$ cat config.mk
export PLATFORM = sky130hd
export DESIGN_NAME = cruise_mode_pi_controller_flat
export DESIGN_NICKNAME = d
export VERILOG_FILES = /design/src/sv/cmpi_pkg.sv /design/src/sv/cmpi_if.sv /design/src/sv/cmpi_datapath.sv /design/src/sv/cmpi_ctrl.sv /design/src/sv/cruise_mode_pi_controller.sv /design/src/flat_wrapper.sv
export VERILOG_INCLUDE_DIRS = /design/src /design/src/sv
export SDC_FILE = /design/constraint.sdc
export NUM_CORES = 2
export LEC_CHECK = 0
export BUFFER_PORTS_ARGS = -buffer_cell sky130_fd_sc_hd__buf_2
export CAP_MARGIN = 20
export CORE_MARGIN = 5
export CORE_UTILIZATION = 45
export CTS_BUF_LIST = sky130_fd_sc_hd__clkbuf_8 sky130_fd_sc_hd__clkbuf_16
export CTS_CLUSTER_SIZE = 8
export DETAILED_ROUTE_END_ITERATION = 12
export GPL_ROUTABILITY_DRIVEN = 1
export SLEW_MARGIN = 40
export SYNTH_ARGS = -nofsm -noshare
export SYNTH_HDL_FRONTEND = slang
export SYNTH_SLANG_ARGS = --single-unit
$ cat constraint.sdc
create_clock -name clock -period 16.14 [get_ports clock]
set_input_delay 1.614 -clock clock [delete_from_list [all_inputs] [get_ports clock]]
set_output_delay 1.614 -clock clock [all_outputs]
set_load 0.05 [all_outputs]
$ cat src/sv/cruise_mode_pi_controller_macros.svh
// assertion macros for the cruise mode pi controller
// no dependencies, included by cmpi_ctrl, which checks its own logic
`ifndef CRUISE_MODE_PI_CONTROLLER_MACROS_SVH
`define CRUISE_MODE_PI_CONTROLLER_MACROS_SVH

// same-cycle implication
`define CMPI_ASSERT_NOW(label, clk, rst, ante, cons, msg) \
   label: assert property (@(posedge clk) disable iff (rst) (ante) |-> (cons)) \
      else $error(msg);

// next-cycle implication
`define CMPI_ASSERT_NEXT(label, clk, rst, ante, cons, msg) \
   label: assert property (@(posedge clk) disable iff (rst) (ante) |=> (cons)) \
      else $error(msg);

`endif

$ cat src/sv/cmpi_pkg.sv
// shared types, widths and constants of the cruise mode pi controller
// no dependencies
package cmpi_pkg;

   localparam int LOOP_MS       = 20;
   localparam int ERROR_HOLD_MS = 2000;
   localparam int AVG_TAPS      = 4;

   localparam int SUM_W = 16 + $clog2(AVG_TAPS);

   // integral step: err * 256 * LOOP_MS / 1000 via reciprocal multiply
   localparam int INTEG_NUM = 256 * LOOP_MS;
   localparam int INTEG_DEN = 1000;
   localparam int SCL_W     = 16 + $clog2(INTEG_NUM + 1);
   localparam int RECIP_SH  = 40;
   localparam longint unsigned RECIP = ((64'd1 << RECIP_SH) + INTEG_DEN - 1) / INTEG_DEN;
   localparam int RECIP_W   = 31;
   localparam int DPROD_W   = SCL_W + RECIP_W;
   localparam int DELTA_W   = DPROD_W - RECIP_SH;

   localparam int INTEG_W = 24;
   localparam int ISUM_W  = INTEG_W + 2;
   localparam int ERR_W   = 17;
   localparam int PPROD_W = ERR_W + 17;
   localparam int IPROD_W = INTEG_W + 16;
   localparam int ACC_W   = IPROD_W + 3;

   localparam int CSR_IDX_W  = 4;
   localparam int CSR_DATA_W = 24;

   localparam logic [15:0] SP_STEP = 16'd256;

   localparam logic [15:0] RST_MIN_SPEED    = 16'd10240;
   localparam logic [15:0] RST_DECEL_THR    = 16'hFB33;
   localparam logic [15:0] RST_PROP_GAIN    = 16'd2560;
   localparam logic [15:0] RST_INTEG_GAIN   = 16'd256;
   localparam logic [23:0] RST_INTEGRAL_MAX = 24'd1310720;
   localparam logic [15:0] RST_THROTTLE_MAX = 16'd25600;
   localparam logic [15:0] RST_WAKE_TIME    = 16'd3000;
   localparam logic [15:0] RST_ABORT_TIME   = 16'd2000;

   typedef enum logic [2:0] {
      MODE_OFF    = 3'd0,
      MODE_IDLE   = 3'd1,
      MODE_WAKE   = 3'd2,
      MODE_WAIT   = 3'd3,
      MODE_READY  = 3'd4,
      MODE_ACTIVE = 3'd5,
      MODE_ABORT  = 3'd6,
      MODE_ERROR  = 3'd7
   } mode_type;

   typedef enum logic [2:0] {
      ST_IDLE  = 3'd0,
      ST_PREP  = 3'd1,
      ST_MUL1  = 3'd2,
      ST_INTEG = 3'd3,
      ST_MUL2  = 3'd4,
      ST_FIN   = 3'd5
   } step_type;

   typedef enum logic [CSR_IDX_W-1:0] {
      REG_MIN_SPEED    = 4'd0,
      REG_DECEL_THR    = 4'd1,
      REG_PROP_GAIN    = 4'd2,
      REG_INTEG_GAIN   = 4'd3,
      REG_INTEGRAL_MAX = 4'd4,
      REG_THROTTLE_MAX = 4'd5,
      REG_WAKE_TIME    = 4'd6,
      REG_ABORT_TIME   = 4'd7
   } reg_index_type;

   typedef struct packed {
      logic load;
      logic prep;
      logic mul1;
      logic integ;
      logic mul2;
      logic fin;
   } cmd_type;

endpackage

$ cat src/sv/cmpi_if.sv
// channel interfaces: tick input, result output and register write
// depends on cmpi_pkg
interface cmpi_req_if;
   logic               valid;
   logic               ready;
   logic [31:0]        now_ms;
   logic [15:0]        speed;
   logic [15:0]        drv_throttle;
   logic signed [15:0] accel_z;
   logic               fault;
   logic               e_stop;
   logic               btn_cancel;
   logic               btn_down;
   logic               btn_up;

   modport source (output valid, now_ms, speed, drv_throttle, accel_z, fault, e_stop,
                   btn_cancel, btn_down, btn_up, input ready);
   modport sink (input valid, now_ms, speed, drv_throttle, accel_z, fault, e_stop,
                 btn_cancel, btn_down, btn_up, output ready);
endinterface

interface cmpi_rsp_if;
   logic        valid;
   logic        ready;
   logic [15:0] thr_cmd;
   logic [2:0]  mode_code;
   logic [15:0] target_speed;

   modport source (output valid, thr_cmd, mode_code, target_speed, input ready);
   modport sink (input valid, thr_cmd, mode_code, target_speed, output ready);
endinterface

interface cmpi_csr_if;
   import cmpi_pkg::*;
   logic                  valid;
   logic                  ready;
   logic [CSR_IDX_W-1:0]  index;
   logic [CSR_DATA_W-1:0] data;

   modport source (output valid, index, data, input ready);
   modport sink (input valid, index, data, output ready);
endinterface

$ cat src/sv/cmpi_datapath.sv
// datapath: registers, accel history, mode register, set speed and pi arithmetic
// depends on cmpi_pkg, stepped by cmpi_ctrl through cmd_type
module cmpi_datapath (
   input  logic                           clock,
   input  logic                           reset,
   input  cmpi_pkg::cmd_type              cmd,
   input  logic                           csr_we,
   input  logic [cmpi_pkg::CSR_IDX_W-1:0] csr_index,
   input  logic [cmpi_pkg::CSR_DATA_W-1:0] csr_data,
   input  logic [31:0]                    now_ms,
   input  logic [15:0]                    speed,
   input  logic [15:0]                    drv_throttle,
   input  logic signed [15:0]             accel_z,
   input  logic                           fault,
   input  logic                           e_stop,
   input  logic                           btn_cancel,
   input  logic                           btn_down,
   input  logic                           btn_up,
   output logic [15:0]                    thr_cmd,
   output logic [2:0]                     mode_code,
   output logic [15:0]                    target_speed
);
   import cmpi_pkg::*;

   localparam logic signed [SUM_W-1:0] TAPS_S = SUM_W'(AVG_TAPS);

   logic [15:0]         min_speed_ff, prop_gain_ff, integ_gain_ff, throttle_max_ff;
   logic signed [15:0]  decel_thr_ff;
   logic [23:0]         integral_max_ff;
   logic [15:0]         wake_time_ff, abort_time_ff;

   logic [31:0]         now_ff;
   logic [15:0]         speed_ff, thr_in_ff;
   logic                fault_ff, e_stop_ff, cancel_ff, down_ff, up_ff;
   logic signed [15:0]  hist_ff [AVG_TAPS];

   mode_type            mode_ff, mode_next;
   logic [15:0]         set_point_ff;
   logic [INTEG_W-1:0]  err_integral_ff;
   logic [31:0]         entered_at_ff;

   logic                ready_ff, abort_ff, wake_exp_ff, abort_exp_ff, hold_exp_ff;
   logic signed [ERR_W-1:0]   err_ff;
   logic                      err_neg_ff;
   logic [SCL_W-1:0]          abs_scl_ff;
   logic [DPROD_W-1:0]        dprod_ff;
   logic signed [PPROD_W-1:0] pprod_ff;
   logic [IPROD_W-1:0]        iprod_ff;

   logic [15:0]         rsp_throttle_ff, rsp_target_ff;
   logic [2:0]          rsp_mode_ff;

   logic signed [SUM_W-1:0]   sum_c, thr_scaled_c;
   logic [16:0]               sp_up_sum_c;
   logic [15:0]               sp_a_c, sp_b_c, sp_new_c, abs_c;
   logic signed [ERR_W-1:0]   err_c;
   logic [31:0]               elapsed_c;
   logic signed [ISUM_W-1:0]  delta_c, isum_c;
   logic [INTEG_W-1:0]        integ_c;
   logic signed [ACC_W-1:0]   acc_c;
   logic [ACC_W-18:0]         q_c;
   logic [15:0]               thr_c;

   // register writes
   always_ff @(posedge clock) begin
      if (reset) begin
         min_speed_ff    <= RST_MIN_SPEED;
         decel_thr_ff    <= RST_DECEL_THR;
         prop_gain_ff    <= RST_PROP_GAIN;
         integ_gain_ff   <= RST_INTEG_GAIN;
         integral_max_ff <= RST_INTEGRAL_MAX;
         throttle_max_ff <= RST_THROTTLE_MAX;
         wake_time_ff    <= RST_WAKE_TIME;
         abort_time_ff   <= RST_ABORT_TIME;
      end else if (csr_we) begin
         unique case (csr_index)
            REG_MIN_SPEED:    min_speed_ff    <= csr_data[15:0];
            REG_DECEL_THR:    decel_thr_ff    <= csr_data[15:0];
            REG_PROP_GAIN:    prop_gain_ff    <= csr_data[15:0];
            REG_INTEG_GAIN:   integ_gain_ff   <= csr_data[15:0];
            REG_INTEGRAL_MAX: integral_max_ff <= csr_data[23:0];
            REG_THROTTLE_MAX: throttle_max_ff <= csr_data[15:0];
            REG_WAKE_TIME:    wake_time_ff    <= csr_data[15:0];
            REG_ABORT_TIME:   abort_time_ff   <= csr_data[15:0];
            default: ;
         endcase
      end
   end

   // tick capture
   always_ff @(posedge clock) begin
      if (cmd.load) begin
         now_ff    <= now_ms;
         speed_ff  <= speed;
         thr_in_ff <= drv_throttle;
         fault_ff  <= fault;
         e_stop_ff <= e_stop;
         cancel_ff <= btn_cancel;
         down_ff   <= btn_down;
         up_ff     <= btn_up;
      end
   end

   always_ff @(posedge clock) begin
      if (reset) begin
         for (int i = 0; i < AVG_TAPS; i++) begin
            hist_ff[i] <= '0;
         end
      end else if (cmd.load) begin
         hist_ff[0] <= accel_z;
         for (int i = 1; i < AVG_TAPS; i++) begin
            hist_ff[i] <= hist_ff[i-1];
         end
      end
   end

   // prep: flags, set speed, error
   always_comb begin
      sum_c = '0;
      for (int i = 0; i < AVG_TAPS; i++) begin
         sum_c = sum_c + SUM_W'(hist_ff[i]);
      end
      thr_scaled_c = SUM_W'(decel_thr_ff) * TAPS_S;
      sp_up_sum_c  = {1'b0, set_point_ff} + {1'b0, SP_STEP};
      sp_a_c = up_ff ? (sp_up_sum_c[16] ? 16'hFFFF : sp_up_sum_c[15:0]) : set_point_ff;
      sp_b_c = down_ff ? ((sp_a_c < SP_STEP) ? 16'd0 : sp_a_c - SP_STEP) : sp_a_c;
      sp_new_c  = (mode_ff == MODE_ACTIVE) ? sp_b_c : speed_ff;
      err_c     = $signed({1'b0, sp_new_c}) - $signed({1'b0, speed_ff});
      abs_c     = err_c[ERR_W-1] ? 16'(-err_c) : err_c[15:0];
      elapsed_c = now_ff - entered_at_ff;
   end

   always_ff @(posedge clock) begin
      if (cmd.prep) begin
         ready_ff     <= (speed_ff >= min_speed_ff);
         abort_ff     <= (sum_c < thr_scaled_c) || (speed_ff < min_speed_ff);
         wake_exp_ff  <= (elapsed_c > 32'(wake_time_ff));
         abort_exp_ff <= (elapsed_c > 32'(abort_time_ff));
         hold_exp_ff  <= (elapsed_c > 32'(ERROR_HOLD_MS));
         err_ff       <= err_c;
         err_neg_ff   <= err_c[ERR_W-1];
         abs_scl_ff   <= SCL_W'(abs_c) * SCL_W'(INTEG_NUM);
      end
      if (cmd.mul1) begin
         dprod_ff <= DPROD_W'(abs_scl_ff) * DPROD_W'(RECIP);
         pprod_ff <= PPROD_W'(err_ff) * $signed({{(PPROD_W-16){1'b0}}, prop_gain_ff});
      end
      if (cmd.mul2) begin
         iprod_ff <= IPROD_W'(err_integral_ff) * IPROD_W'(integ_gain_ff);
      end
   end

   // integral step and clamp
   always_comb begin
      delta_c = $signed(ISUM_W'(dprod_ff[RECIP_SH +: DELTA_W]));
      if (err_neg_ff) begin
         delta_c = -delta_c;
      end
      isum_c = $signed({2'b00, err_integral_ff}) + delta_c;
      if (isum_c < 0) begin
         integ_c = '0;
      end else if (isum_c > $signed({2'b00, integral_max_ff})) begin
         integ_c = integral_max_ff;
      end else begin
         integ_c = isum_c[INTEG_W-1:0];
      end
   end

   // throttle
   always_comb begin
      acc_c = (ACC_W'(pprod_ff) <<< 8) + $signed({3'b000, iprod_ff});
      q_c   = acc_c[ACC_W-2:16];
      if (mode_ff != MODE_ACTIVE) begin
         thr_c = thr_in_ff;
      end else if (acc_c[ACC_W-1] || (acc_c == '0)) begin
         thr_c = '0;
      end else if (q_c > (ACC_W-17)'(throttle_max_ff)) begin
         thr_c = throttle_max_ff;
      end else begin
         thr_c = q_c[15:0];
      end
   end

   // mode transitions
   always_comb begin
      mode_next = mode_ff;
      if (e_stop_ff) begin
         mode_next = MODE_OFF;
      end else begin
         unique case (mode_ff)
            MODE_OFF: mode_next = MODE_IDLE;
            MODE_IDLE: begin
               if (cancel_ff || down_ff || up_ff) mode_next = MODE_WAKE;
            end
            MODE_WAKE: begin
               if (cancel_ff) mode_next = MODE_IDLE;
               else if (wake_exp_ff) mode_next = MODE_WAIT;
            end
            MODE_WAIT: begin
               if (cancel_ff) mode_next = MODE_IDLE;
               else if (ready_ff) mode_next = MODE_READY;
            end
            MODE_READY: begin
               if (cancel_ff) mode_next = MODE_IDLE;
               else if (!ready_ff) mode_next = MODE_WAIT;
               else if (up_ff) mode_next = MODE_ACTIVE;
            end
            MODE_ACTIVE: begin
               if (fault_ff) mode_next = MODE_ERROR;
               else if (cancel_ff) mode_next = MODE_WAIT;
               else if (abort_ff) mode_next = MODE_ABORT;
            end
            MODE_ABORT: begin
               if (abort_exp_ff) mode_next = MODE_WAIT;
            end
            MODE_ERROR: begin
               if (hold_exp_ff && cancel_ff) mode_next = MODE_IDLE;
            end
            default: mode_next = MODE_OFF;
         endcase
      end
   end

   // controller state
   always_ff @(posedge clock) begin
      if (reset) begin
         mode_ff         <= MODE_OFF;
         set_point_ff    <= '0;
         err_integral_ff <= '0;
         entered_at_ff   <= '0;
      end else begin
         if (cmd.prep) begin
            set_point_ff <= sp_new_c;
         end
         if (cmd.integ) begin
            err_integral_ff <= (mode_ff == MODE_ACTIVE) ? integ_c : '0;
         end
         if (cmd.fin) begin
            mode_ff <= mode_next;
            if (mode_next != mode_ff) begin
               entered_at_ff <= now_ff;
            end
         end
      end
   end

   // result word
   always_ff @(posedge clock) begin
      if (cmd.fin) begin
         rsp_throttle_ff <= thr_c;
         rsp_mode_ff     <= mode_next;
         rsp_target_ff   <= set_point_ff;
      end
   end

   assign thr_cmd      = rsp_throttle_ff;
   assign mode_code    = rsp_mode_ff;
   assign target_speed = rsp_target_ff;

endmodule

$ cat src/sv/cmpi_ctrl.sv
// sequencer: input handshake, datapath steps and result valid
// depends on cmpi_pkg and cruise_mode_pi_controller_macros.svh
module cmpi_ctrl (
   input  logic              clock,
   input  logic              reset,
   input  logic              req_valid,
   output logic              req_ready,
   output logic              rsp_valid,
   input  logic              rsp_ready,
   output cmpi_pkg::cmd_type cmd
);
   import cmpi_pkg::*;

   `include "cruise_mode_pi_controller_macros.svh"

   step_type step_ff, step_in;
   logic     rsp_valid_ff, rsp_valid_in;

   always_ff @(posedge clock) begin
      if (reset) begin
         step_ff      <= ST_IDLE;
         rsp_valid_ff <= 1'b0;
      end else begin
         step_ff      <= step_in;
         rsp_valid_ff <= rsp_valid_in;
      end
   end

   always_comb begin
      step_in   = step_ff;
      cmd       = '0;
      req_ready = 1'b0;
      unique case (step_ff)
         ST_IDLE: begin
            req_ready = 1'b1;
            if (req_valid) begin
               cmd.load = 1'b1;
               step_in  = ST_PREP;
            end
         end
         ST_PREP: begin
            cmd.prep = 1'b1;
            step_in  = ST_MUL1;
         end
         ST_MUL1: begin
            cmd.mul1 = 1'b1;
            step_in  = ST_INTEG;
         end
         ST_INTEG: begin
            cmd.integ = 1'b1;
            step_in   = ST_MUL2;
         end
         ST_MUL2: begin
            cmd.mul2 = 1'b1;
            step_in  = ST_FIN;
         end
         ST_FIN: begin
            if (!rsp_valid_ff || rsp_ready) begin
               cmd.fin = 1'b1;
               step_in = ST_IDLE;
            end
         end
         default: step_in = ST_IDLE;
      endcase

      if (cmd.fin) begin
         rsp_valid_in = 1'b1;
      end else if (rsp_ready) begin
         rsp_valid_in = 1'b0;
      end else begin
         rsp_valid_in = rsp_valid_ff;
      end
   end

   assign rsp_valid = rsp_valid_ff;

   `CMPI_ASSERT_NOW(a_cmd_onehot, clock, reset, 1'b1, $onehot0({cmd.load, cmd.prep, cmd.mul1, cmd.integ, cmd.mul2, cmd.fin}), "datapath commands overlap")
   `CMPI_ASSERT_NEXT(a_load_then_prep, clock, reset, cmd.load, cmd.prep, "prep step missing after load")
   `CMPI_ASSERT_NEXT(a_mul2_then_fin, clock, reset, cmd.mul2, step_ff == ST_FIN, "finish step missing after second multiply")
   `CMPI_ASSERT_NOW(a_rsp_from_fin, clock, reset, $rose(rsp_valid_ff), $past(cmd.fin), "result word without finish step")

endmodule

$ cat src/sv/cruise_mode_pi_controller.sv
// top level of the cruise mode pi controller: sequencer plus datapath
// depends on cmpi_pkg, cmpi_if, cmpi_ctrl and cmpi_datapath
//
//   channel  dir  handshake     word
//   req_ch   in   valid/ready   one control tick: time, speed, throttle, accel, flags, buttons
//   rsp_ch   out  valid/ready   thr_cmd, mode_code, target_speed
//   csr_ch   in   valid/ready   register index and data, always ready
//
// one tick runs through accept, then prep, two multiplier steps with the clamp between,
// and finish; the chain of prop/integral multiplies through one shared sequence sets these steps
// reset is synchronous and returns registers, mode, set speed, integral and history to defaults
// a finished word waits in the output register; the finish step stalls only while it is full
module cruise_mode_pi_controller (
   input  logic        clock,
   input  logic        reset,
   cmpi_req_if.sink    req_ch,
   cmpi_rsp_if.source  rsp_ch,
   cmpi_csr_if.sink    csr_ch
);
   import cmpi_pkg::*;

   cmd_type cmd;

   assign csr_ch.ready = 1'b1;

   cmpi_ctrl u_ctrl (
      .clock     (clock),
      .reset     (reset),
      .req_valid (req_ch.valid),
      .req_ready (req_ch.ready),
      .rsp_valid (rsp_ch.valid),
      .rsp_ready (rsp_ch.ready),
      .cmd       (cmd)
   );

   cmpi_datapath u_datapath (
      .clock        (clock),
      .reset        (reset),
      .cmd          (cmd),
      .csr_we       (csr_ch.valid),
      .csr_index    (csr_ch.index),
      .csr_data     (csr_ch.data),
      .now_ms       (req_ch.now_ms),
      .speed        (req_ch.speed),
      .drv_throttle (req_ch.drv_throttle),
      .accel_z      (req_ch.accel_z),
      .fault        (req_ch.fault),
      .e_stop       (req_ch.e_stop),
      .btn_cancel   (req_ch.btn_cancel),
      .btn_down     (req_ch.btn_down),
      .btn_up       (req_ch.btn_up),
      .thr_cmd      (rsp_ch.thr_cmd),
      .mode_code    (rsp_ch.mode_code),
      .target_speed (rsp_ch.target_speed)
   );

endmodule
$ cat src/flat_wrapper.sv
// flat-port wrapper written by rule: the top's interface ports become plain ports
module cruise_mode_pi_controller_flat import cmpi_pkg::*;
  (clock, reset, req_ch_valid, req_ch_now_ms, req_ch_speed, req_ch_drv_throttle, req_ch_accel_z, req_ch_fault, req_ch_e_stop, req_ch_btn_cancel, req_ch_btn_down, req_ch_btn_up, req_ch_ready, rsp_ch_valid, rsp_ch_thr_cmd, rsp_ch_mode_code, rsp_ch_target_speed, rsp_ch_ready, csr_ch_valid, csr_ch_index, csr_ch_data, csr_ch_ready);
  cmpi_req_if req_ch_i ();
  cmpi_rsp_if rsp_ch_i ();
  cmpi_csr_if csr_ch_i ();
  input  logic clock;
  input  logic reset;
  input wire logic [$bits(req_ch_i.valid)-1:0] req_ch_valid;
  input wire logic [$bits(req_ch_i.now_ms)-1:0] req_ch_now_ms;
  input wire logic [$bits(req_ch_i.speed)-1:0] req_ch_speed;
  input wire logic [$bits(req_ch_i.drv_throttle)-1:0] req_ch_drv_throttle;
  input wire logic [$bits(req_ch_i.accel_z)-1:0] req_ch_accel_z;
  input wire logic [$bits(req_ch_i.fault)-1:0] req_ch_fault;
  input wire logic [$bits(req_ch_i.e_stop)-1:0] req_ch_e_stop;
  input wire logic [$bits(req_ch_i.btn_cancel)-1:0] req_ch_btn_cancel;
  input wire logic [$bits(req_ch_i.btn_down)-1:0] req_ch_btn_down;
  input wire logic [$bits(req_ch_i.btn_up)-1:0] req_ch_btn_up;
  output wire logic [$bits(req_ch_i.ready)-1:0] req_ch_ready;
  output wire logic [$bits(rsp_ch_i.valid)-1:0] rsp_ch_valid;
  output wire logic [$bits(rsp_ch_i.thr_cmd)-1:0] rsp_ch_thr_cmd;
  output wire logic [$bits(rsp_ch_i.mode_code)-1:0] rsp_ch_mode_code;
  output wire logic [$bits(rsp_ch_i.target_speed)-1:0] rsp_ch_target_speed;
  input wire logic [$bits(rsp_ch_i.ready)-1:0] rsp_ch_ready;
  input wire logic [$bits(csr_ch_i.valid)-1:0] csr_ch_valid;
  input wire logic [$bits(csr_ch_i.index)-1:0] csr_ch_index;
  input wire logic [$bits(csr_ch_i.data)-1:0] csr_ch_data;
  output wire logic [$bits(csr_ch_i.ready)-1:0] csr_ch_ready;
  assign req_ch_i.valid = req_ch_valid;
  assign req_ch_i.now_ms = req_ch_now_ms;
  assign req_ch_i.speed = req_ch_speed;
  assign req_ch_i.drv_throttle = req_ch_drv_throttle;
  assign req_ch_i.accel_z = req_ch_accel_z;
  assign req_ch_i.fault = req_ch_fault;
  assign req_ch_i.e_stop = req_ch_e_stop;
  assign req_ch_i.btn_cancel = req_ch_btn_cancel;
  assign req_ch_i.btn_down = req_ch_btn_down;
  assign req_ch_i.btn_up = req_ch_btn_up;
  assign req_ch_ready = req_ch_i.ready;
  assign rsp_ch_valid = rsp_ch_i.valid;
  assign rsp_ch_thr_cmd = rsp_ch_i.thr_cmd;
  assign rsp_ch_mode_code = rsp_ch_i.mode_code;
  assign rsp_ch_target_speed = rsp_ch_i.target_speed;
  assign rsp_ch_i.ready = rsp_ch_ready;
  assign csr_ch_i.valid = csr_ch_valid;
  assign csr_ch_i.index = csr_ch_index;
  assign csr_ch_i.data = csr_ch_data;
  assign csr_ch_ready = csr_ch_i.ready;
  cruise_mode_pi_controller u_core (.clock(clock), .reset(reset), .req_ch(req_ch_i), .rsp_ch(rsp_ch_i), .csr_ch(csr_ch_i));
endmodule
Word-level counts from Yosys, hierarchy flattened
Memories as Yosys holds them, arrays and structs flattened. Index checks and enable logic that the tools add are counted.

Muxes and demuxes: 51. Bitwise logic cells: 4. Order comparisons: 10. Reductions and logical operators: 22. $add $sub $neg: 11. Eq/ne operators: 23. $mul: 4.

Operator list (count): 16-bit two-way mux (13); 24-bit two-way mux (3); 32-bit by 16-bit greater-than comparator with 1-bit output (2); 19-bit by 29-bit multiplier with 48-bit output (second input constant) (1); 3-bit two-way mux (16); 42-bit by 41-bit adder with 43-bit output (1); 43-bit logical NOT (1); 24-bit by 16-bit multiplier with 40-bit output (1); 17-bit by 17-bit multiplier with 34-bit output (1); 32-bit by 11-bit greater-than comparator with 1-bit output (second input constant) (1); 32-bit subtractor (1); 25-bit by 26-bit adder with 26-bit output (1); 26-bit by 16-bit greater-than comparator with 1-bit output (1); 26-bit by 25-bit greater-than comparator with 1-bit output (1); 26-bit by 1-bit < comparator with 1-bit output (second input constant) (1); 26-bit two-way mux (1); 20-bit negation with 26-bit output (1); 3-bit one-hot mux with 8 select lines (1); 2-bit AND reduction (10); 16-bit by 3-bit multiplier with 19-bit output (second input constant) (1); 17-bit by 16-bit adder with 18-bit output (1); 18-bit by 16-bit adder with 18-bit output (1); 3-bit equality test (second input constant) (6); 18-bit < comparator (1); 25 further kinds (57).

RAM bits: 64. Register bits after elaboration: 493. Input port bits: 118. Output and inout port bits: 38. Memories kept: 1. Logic and storage cells: 162.

Memories: u_core.u_datapath.hist_ff (words 4, width 16, rd ports 4, clocked after memory_dff 0, wr ports 4, line cmpi_datapath.sv:35) `logic signed [15:0] hist_ff [AVG_TAPS];`.

Logic depth before layout (Yosys ltp)
Word-level depth: 11. Mapped depth: 38. Depth with buffers taken out: 37.

By module
Synthesis repeated with hierarchy kept, for this count alone.

Cells, all modules: 6182. Area, all modules: 58730.1 sq um.

Modules (own cells, without submodules): cmpi_datapath (cells each 6155, times used 1, sequential area each 13322.8 sq um, area each 58488.6 sq um); cmpi_ctrl (cells each 25, times used 1, sequential area each 80.1 sq um, area each 230.2 sq um); cruise_mode_pi_controller (cells each 2, times used 1, sequential area each 0.0 sq um, area each 11.3 sq um).

Least setup slack after synthesis
No wires, ideal clock.

Path kind: reg2reg. Start point: register u_core.u_datapath.set_point_ff[8]. End point: register u_core.u_datapath.abs_scl_ff[27], data pin. Period minus slack after synthesis: 7185 ps. Setup time: 274 ps. Buffers on the path: 1. Data required time: 15866 ps. Slack: 8955 ps. Stages on the path, launching flop included: 37. Arrival time: 6911 ps. Path through: dfxtp_1 > ha_1 > and2_0 > nand3_1 > mux2i_1 > and4_1 > and4_1 > a21o_1 > nor2_1 > a21oi_1 > ha_1 > fa_1 > nor2b_1 > o31a_1 > o211a_1 > o21ai_0 > a21oi_1 > o41ai_1 > o21bai_1 > a21o_1 > clkbuf_1 > nor2_1 > xor2_1 > ha_1 > ha_1 > fa_1 > a21o_1 > a21oi_1 > o21bai_1 > a21oi_1 > o21bai_1 > a21oi_1 > nor2b_1 > o21a_1 > nor3_1 > o41ai_1 > xor2_1.

Word-level cells in the longest chain between the ends: 11. Elaborated cells between the ends (all ways): 12. Those cells by class: add/sub (4); mul (1); order compare (1); mux (6).

Ends and longest elaborated chain: start, declared (line cmpi_datapath.sv:38) `logic [15:0] set_point_ff;`; start signal, assigned (line cmpi_datapath.sv:233) `set_point_ff <= sp_new_c;`; 16-bit by 9-bit adder with 17-bit output (line cmpi_datapath.sv:124) `sp_up_sum_c = {1'b0, set_point_ff} + {1'b0, SP_STEP};`; 16-bit two-way mux (line cmpi_datapath.sv:125) `sp_a_c = up_ff ? (sp_up_sum_c[16] ? 16'hFFFF : sp_up_sum_c[15:0]) : set_point_ff;`; 16-bit two-way mux * (line cmpi_datapath.sv:125); 16-bit by 9-bit subtractor with 16-bit output / 16-bit by 9-bit < comparator with 1-bit output (equally long branches) (line cmpi_datapath.sv:126) `sp_b_c = down_ff ? ((sp_a_c < SP_STEP) ? 16'd0 : sp_a_c - SP_STEP) : sp_a_c;`; 16-bit two-way mux (line cmpi_datapath.sv:126); 16-bit two-way mux * (line cmpi_datapath.sv:126); 16-bit two-way mux * (line cmpi_datapath.sv:127) `sp_new_c = (mode_ff == MODE_ACTIVE) ? sp_b_c : speed_ff;`; 16-bit by 16-bit subtractor with 17-bit output * (line cmpi_datapath.sv:128) `err_c = $signed({1'b0, sp_new_c}) - $signed({1'b0, speed_ff});`; 16-bit negation (line cmpi_datapath.sv:129) `abs_c = err_c[ERR_W-1] ? 16'(-err_c) : err_c[15:0];`; 16-bit two-way mux * (line cmpi_datapath.sv:129); 16-bit by 3-bit multiplier with 19-bit output * (line cmpi_datapath.sv:142) `abs_scl_ff <= SCL_W'(abs_c) * SCL_W'(INTEG_NUM);`; end signal, assigned (line cmpi_datapath.sv:142); end, declared (line cmpi_datapath.sv:45) `logic [SCL_W-1:0] abs_scl_ff;`.

Mark *: on every way between the ends. The rest lies on a longest branch, timed or not. A chain may end at the register's enable or synchronous reset.

Worst setup path in the final report
Start point: register u_core.u_datapath.up_ff. End point: register u_core.u_datapath.abs_scl_ff[28], data pin.

Elaborated cells between the ends (all ways): 10. Those cells by class: add/sub (3); mul (1); order compare (1); mux (5).

RTL lines: start, declared (line cmpi_datapath.sv:34) `logic fault_ff, e_stop_ff, cancel_ff, down_ff, up_ff;`; start signal, assigned (line cmpi_datapath.sv:100) `up_ff <= btn_up;`; 16-bit two-way mux * (line cmpi_datapath.sv:125); 16-bit by 9-bit subtractor with 16-bit output / 16-bit by 9-bit < comparator with 1-bit output (equally long branches) (line cmpi_datapath.sv:126); 16-bit two-way mux (line cmpi_datapath.sv:126); 16-bit two-way mux * (line cmpi_datapath.sv:126); 16-bit two-way mux * (line cmpi_datapath.sv:127); 16-bit by 16-bit subtractor with 17-bit output * (line cmpi_datapath.sv:128); via u_core.u_datapath.err_c[16] (line cmpi_datapath.sv:56) `logic signed [ERR_W-1:0] err_c;`; 16-bit two-way mux * (line cmpi_datapath.sv:129); 16-bit by 3-bit multiplier with 19-bit output * (line cmpi_datapath.sv:142).

Mark *: on every way through the listed nets, which the timed path passes. The rest lies on a longest branch.

==> out/qor.csv <==
stage,metric,value,unit
outcome,outcome,finished clean,
yosys,asyncSetResetFlopFracSynth,0,%
drt,wl,152900,um
cts,cts-root-buf,clkbuf_16,
timing,grt_setup_unrepaired,no,
timing,slew_viol_final,0,
place,globalplace.congestion,0.8986,
floorplan,core,129600,um^2
floorplan,floorplan.rows,132,
drt,drt_first_pass_iters,5,
worst_setup_path,critPathArrivalTime,8620,ps
final_layout,layout-drive-gt1-share,5.817,%
timing,timing.final.hold_violations,0,
worst_setup_path,worstPathBufferInverterCount,1,
final_layout,n_antenna_cell,0,
timing,finalCriticalPeriod,8222,ps
drt,detail-route-antenna-nets,0,
worst_setup_path,worstPathRequired,16540,ps
cts,cts_max_level,3,
global_route,grt.overflow.total,0,
floorplan,fp.dieArea,137800,um^2
floorplan,die_y_extent,371.3,um
yosys,postSynthRegisterBits,518,
timing,final_min_period_over_clock_period,50.94,%
timing,worst_skew,55.47,ps
cts,clk_transition_reported_paths,50,ps
yosys,synth_cell_type_count,88,
cts,cts_tree,built,
drt,detailed_route_drc_error_count,0,
drt,wl_per_cell,18.86,um
final_layout,multiInputGateArea,40230,um^2
worst_setup_path,critPathTopFamily,compound AO/OA/AOI/OAI gates,
worst_setup_path,crit_path_frequent_cell,a21oi_1,
worst_setup_path,timing.critical_path.slowest_cell_delay,630,ps
floorplan,floorplan.io_pins,156,
min_path,hold_path_class,reg -> reg,
yosys,synth-warning-count,0,
final_layout,syn_to_final_growth,8.484,%
timing,fin_tns_setup,0,ps
yosys,synthesis.area,58730,um^2
yosys,syn_avg_cell_area,9.398,um^2
yosys,synthCells,6249,
worst_setup_path,crit_end_element,flop,
worst_setup_path,critical_path.startpoint_type,flop,
final_layout,mostFrequentLayoutCells,"1,162 x inv_1, 829 x nand2_1, 778 x fa_1",
timing,finalSetupViolCount,0,
global_route,global_route.usage.total,22.57,%
floorplan,chipWidth,371.3,um
place,dp.cells,7963,
yosys,synth_fp_nets,7786,
cts,cts_buffers,78,
drt,viasPerCell,5.261,
place,place.detailed.hpwl,120400,um
cts,clkSinkCount,518,
global_route,number_of_global_route_vias_before_repair,43922,
yosys,synth_edf_count,303,
global_route,largest_net_degree_at_the_start_of_global_routing,85,
cts,cts_resized,0,
cts,holdBufCountCts,0,
timing,achievable-frequency,0.1216,GHz
global_route,grt_first_pass_wirelength,244600,um
timing,timing.hold.ws,453.1,ps
worst_setup_path,path_max_fanout,10,
drt,route.vias.total,42633,
cts,clock_path_buffers,3,
timing,tightestPinTransition,872.1,ps
timing,max-slew-margin-rel,41.68,%
drt,detail_route.iter0.violations,2556,
final_layout,num-fill-cells,12147,
worst_setup_path,cpMaxStageDelayCell,edfxtp_1,
floorplan,initial_core_util,45.30,%
final_layout,nNetsFinal,7838,
flow_run,max-cap-violations,0,
place,place.port_buffers,154,
cts,worst_skew_pair.late_latency,670,ps
cts,post_cts_buffers,0,
final_layout,fin_cells,8103,
final_layout,final_common_cell,inv_1,
yosys,synth_sequential_area_ratio,22.82,%
place,dpl_cell_area,61250,um^2
global_route,antenna_found_initial,7,
final_layout,final_cell_area_excluding_filler_cells,63710,um^2
worst_setup_path,worst-setup-path-type,reg -> reg,
final_layout,register_area,13420,um^2
yosys,postSynth.topFlopCell,edfxtp_1,
through the flow:
step,worst slack [ps],util (%)
detailed placement,7951,47.24
CTS,7932,49.13
floorplan,8955,-
global placement,8134,47.17
global route,7221,49.14
finish,7918,49.14
cell usage after synthesis, drive strengths merged (87+ instances only):
cell type,instances,share of area (%)
inv,1119,7.2
nand2,831,5.3
fa,778,27
ha,641,14
a21oi,314,2.7
and2,311,3.3
edfxtp,303,15
nor2,293,1.9
dfxtp,215,7.3
clkbuf,211,1.3
o21ai,169,1.5
xnor2,159,2.4
a21o,87,1.1
flip-flops by register name, summed over array words and instances (netlist names), 19 cells and up:
register,count
u_core.u_datapath.now_ff,32
u_core.u_datapath.pprod_ff,34
u_core.u_datapath.integral_max_ff,24
u_core.u_datapath.abs_scl_ff,19
u_core.u_datapath.entered_at_ff,32
u_core.u_datapath.hist_ff,64
u_core.u_datapath.dprod_ff,20
u_core.u_datapath.err_integral_ff,24
u_core.u_datapath.iprod_ff,40
final timing paths:
kind                                           from                                 to  slack (ps)  cells past startpoint
setup / recovery            u_core.u_datapath.up_ff   u_core.u_datapath.abs_scl_ff[28]        7920                     34
hold / removal    u_core.u_datapath.min_speed_ff[9]  u_core.u_datapath.min_speed_ff[9]         450                      2
setup reg to reg            u_core.u_datapath.up_ff   u_core.u_datapath.abs_scl_ff[28]        7920                     34
hold reg to reg   u_core.u_datapath.min_speed_ff[9]  u_core.u_datapath.min_speed_ff[9]         450                      2
metal layers:
layer | wire, um | vias to the layer above | share of wire (%) | GRT usage, %
met3 | 8210 | 209 | 5.4 | 3.113
met1 | 67440 | 21159 | 44 | 30.21
li1 | - | 20200 | - | -
met2 | 72680 | 1059 | 48 | 38.52
met5 | 40 | - | 0.026 | 0
met4 | 4477 | 6 | 2.9 | 6.177
worst min-delay path, delay by kind of cell, from the launching register on:
family	cells	cell delay (ps)
DFF	1	300
AOI/OAI and AO/OA	1	50
and+or+nand+nor	1	50
final cells by class:
type | instances | area share [%]
Clock buffer | 87 | 3.293
Clock inverter | 53 | 0.5519
Inverter | 1120 | 6.603
Multi-Input combinational cell | 4375 | 63.14
Sequential cell | 518 | 21.06
Tap cell | 1742 | 3.421
Timing Repair Buffer | 208 | 1.923
cell families (layout without fill, tap and decap cells):
logic type,after synthesis,in the layout,share of synthesized area (%)
other,1,1,0.006385
multiplexers,60,60,1.027
adder cells (fa/ha/maj),1419,1419,40.18
flip-flops,518,518,22.82
AND/OR/NAND/NOR,1792,1792,14.28
buffers and inverters,1356,1468,8.803
AO/OA/AOI/OAI,884,884,9.621
XOR/XNOR,219,219,3.266
Power is not shown: default switching activity piles up to over one toggle a cycle in this logic, so the estimate is an artifact.
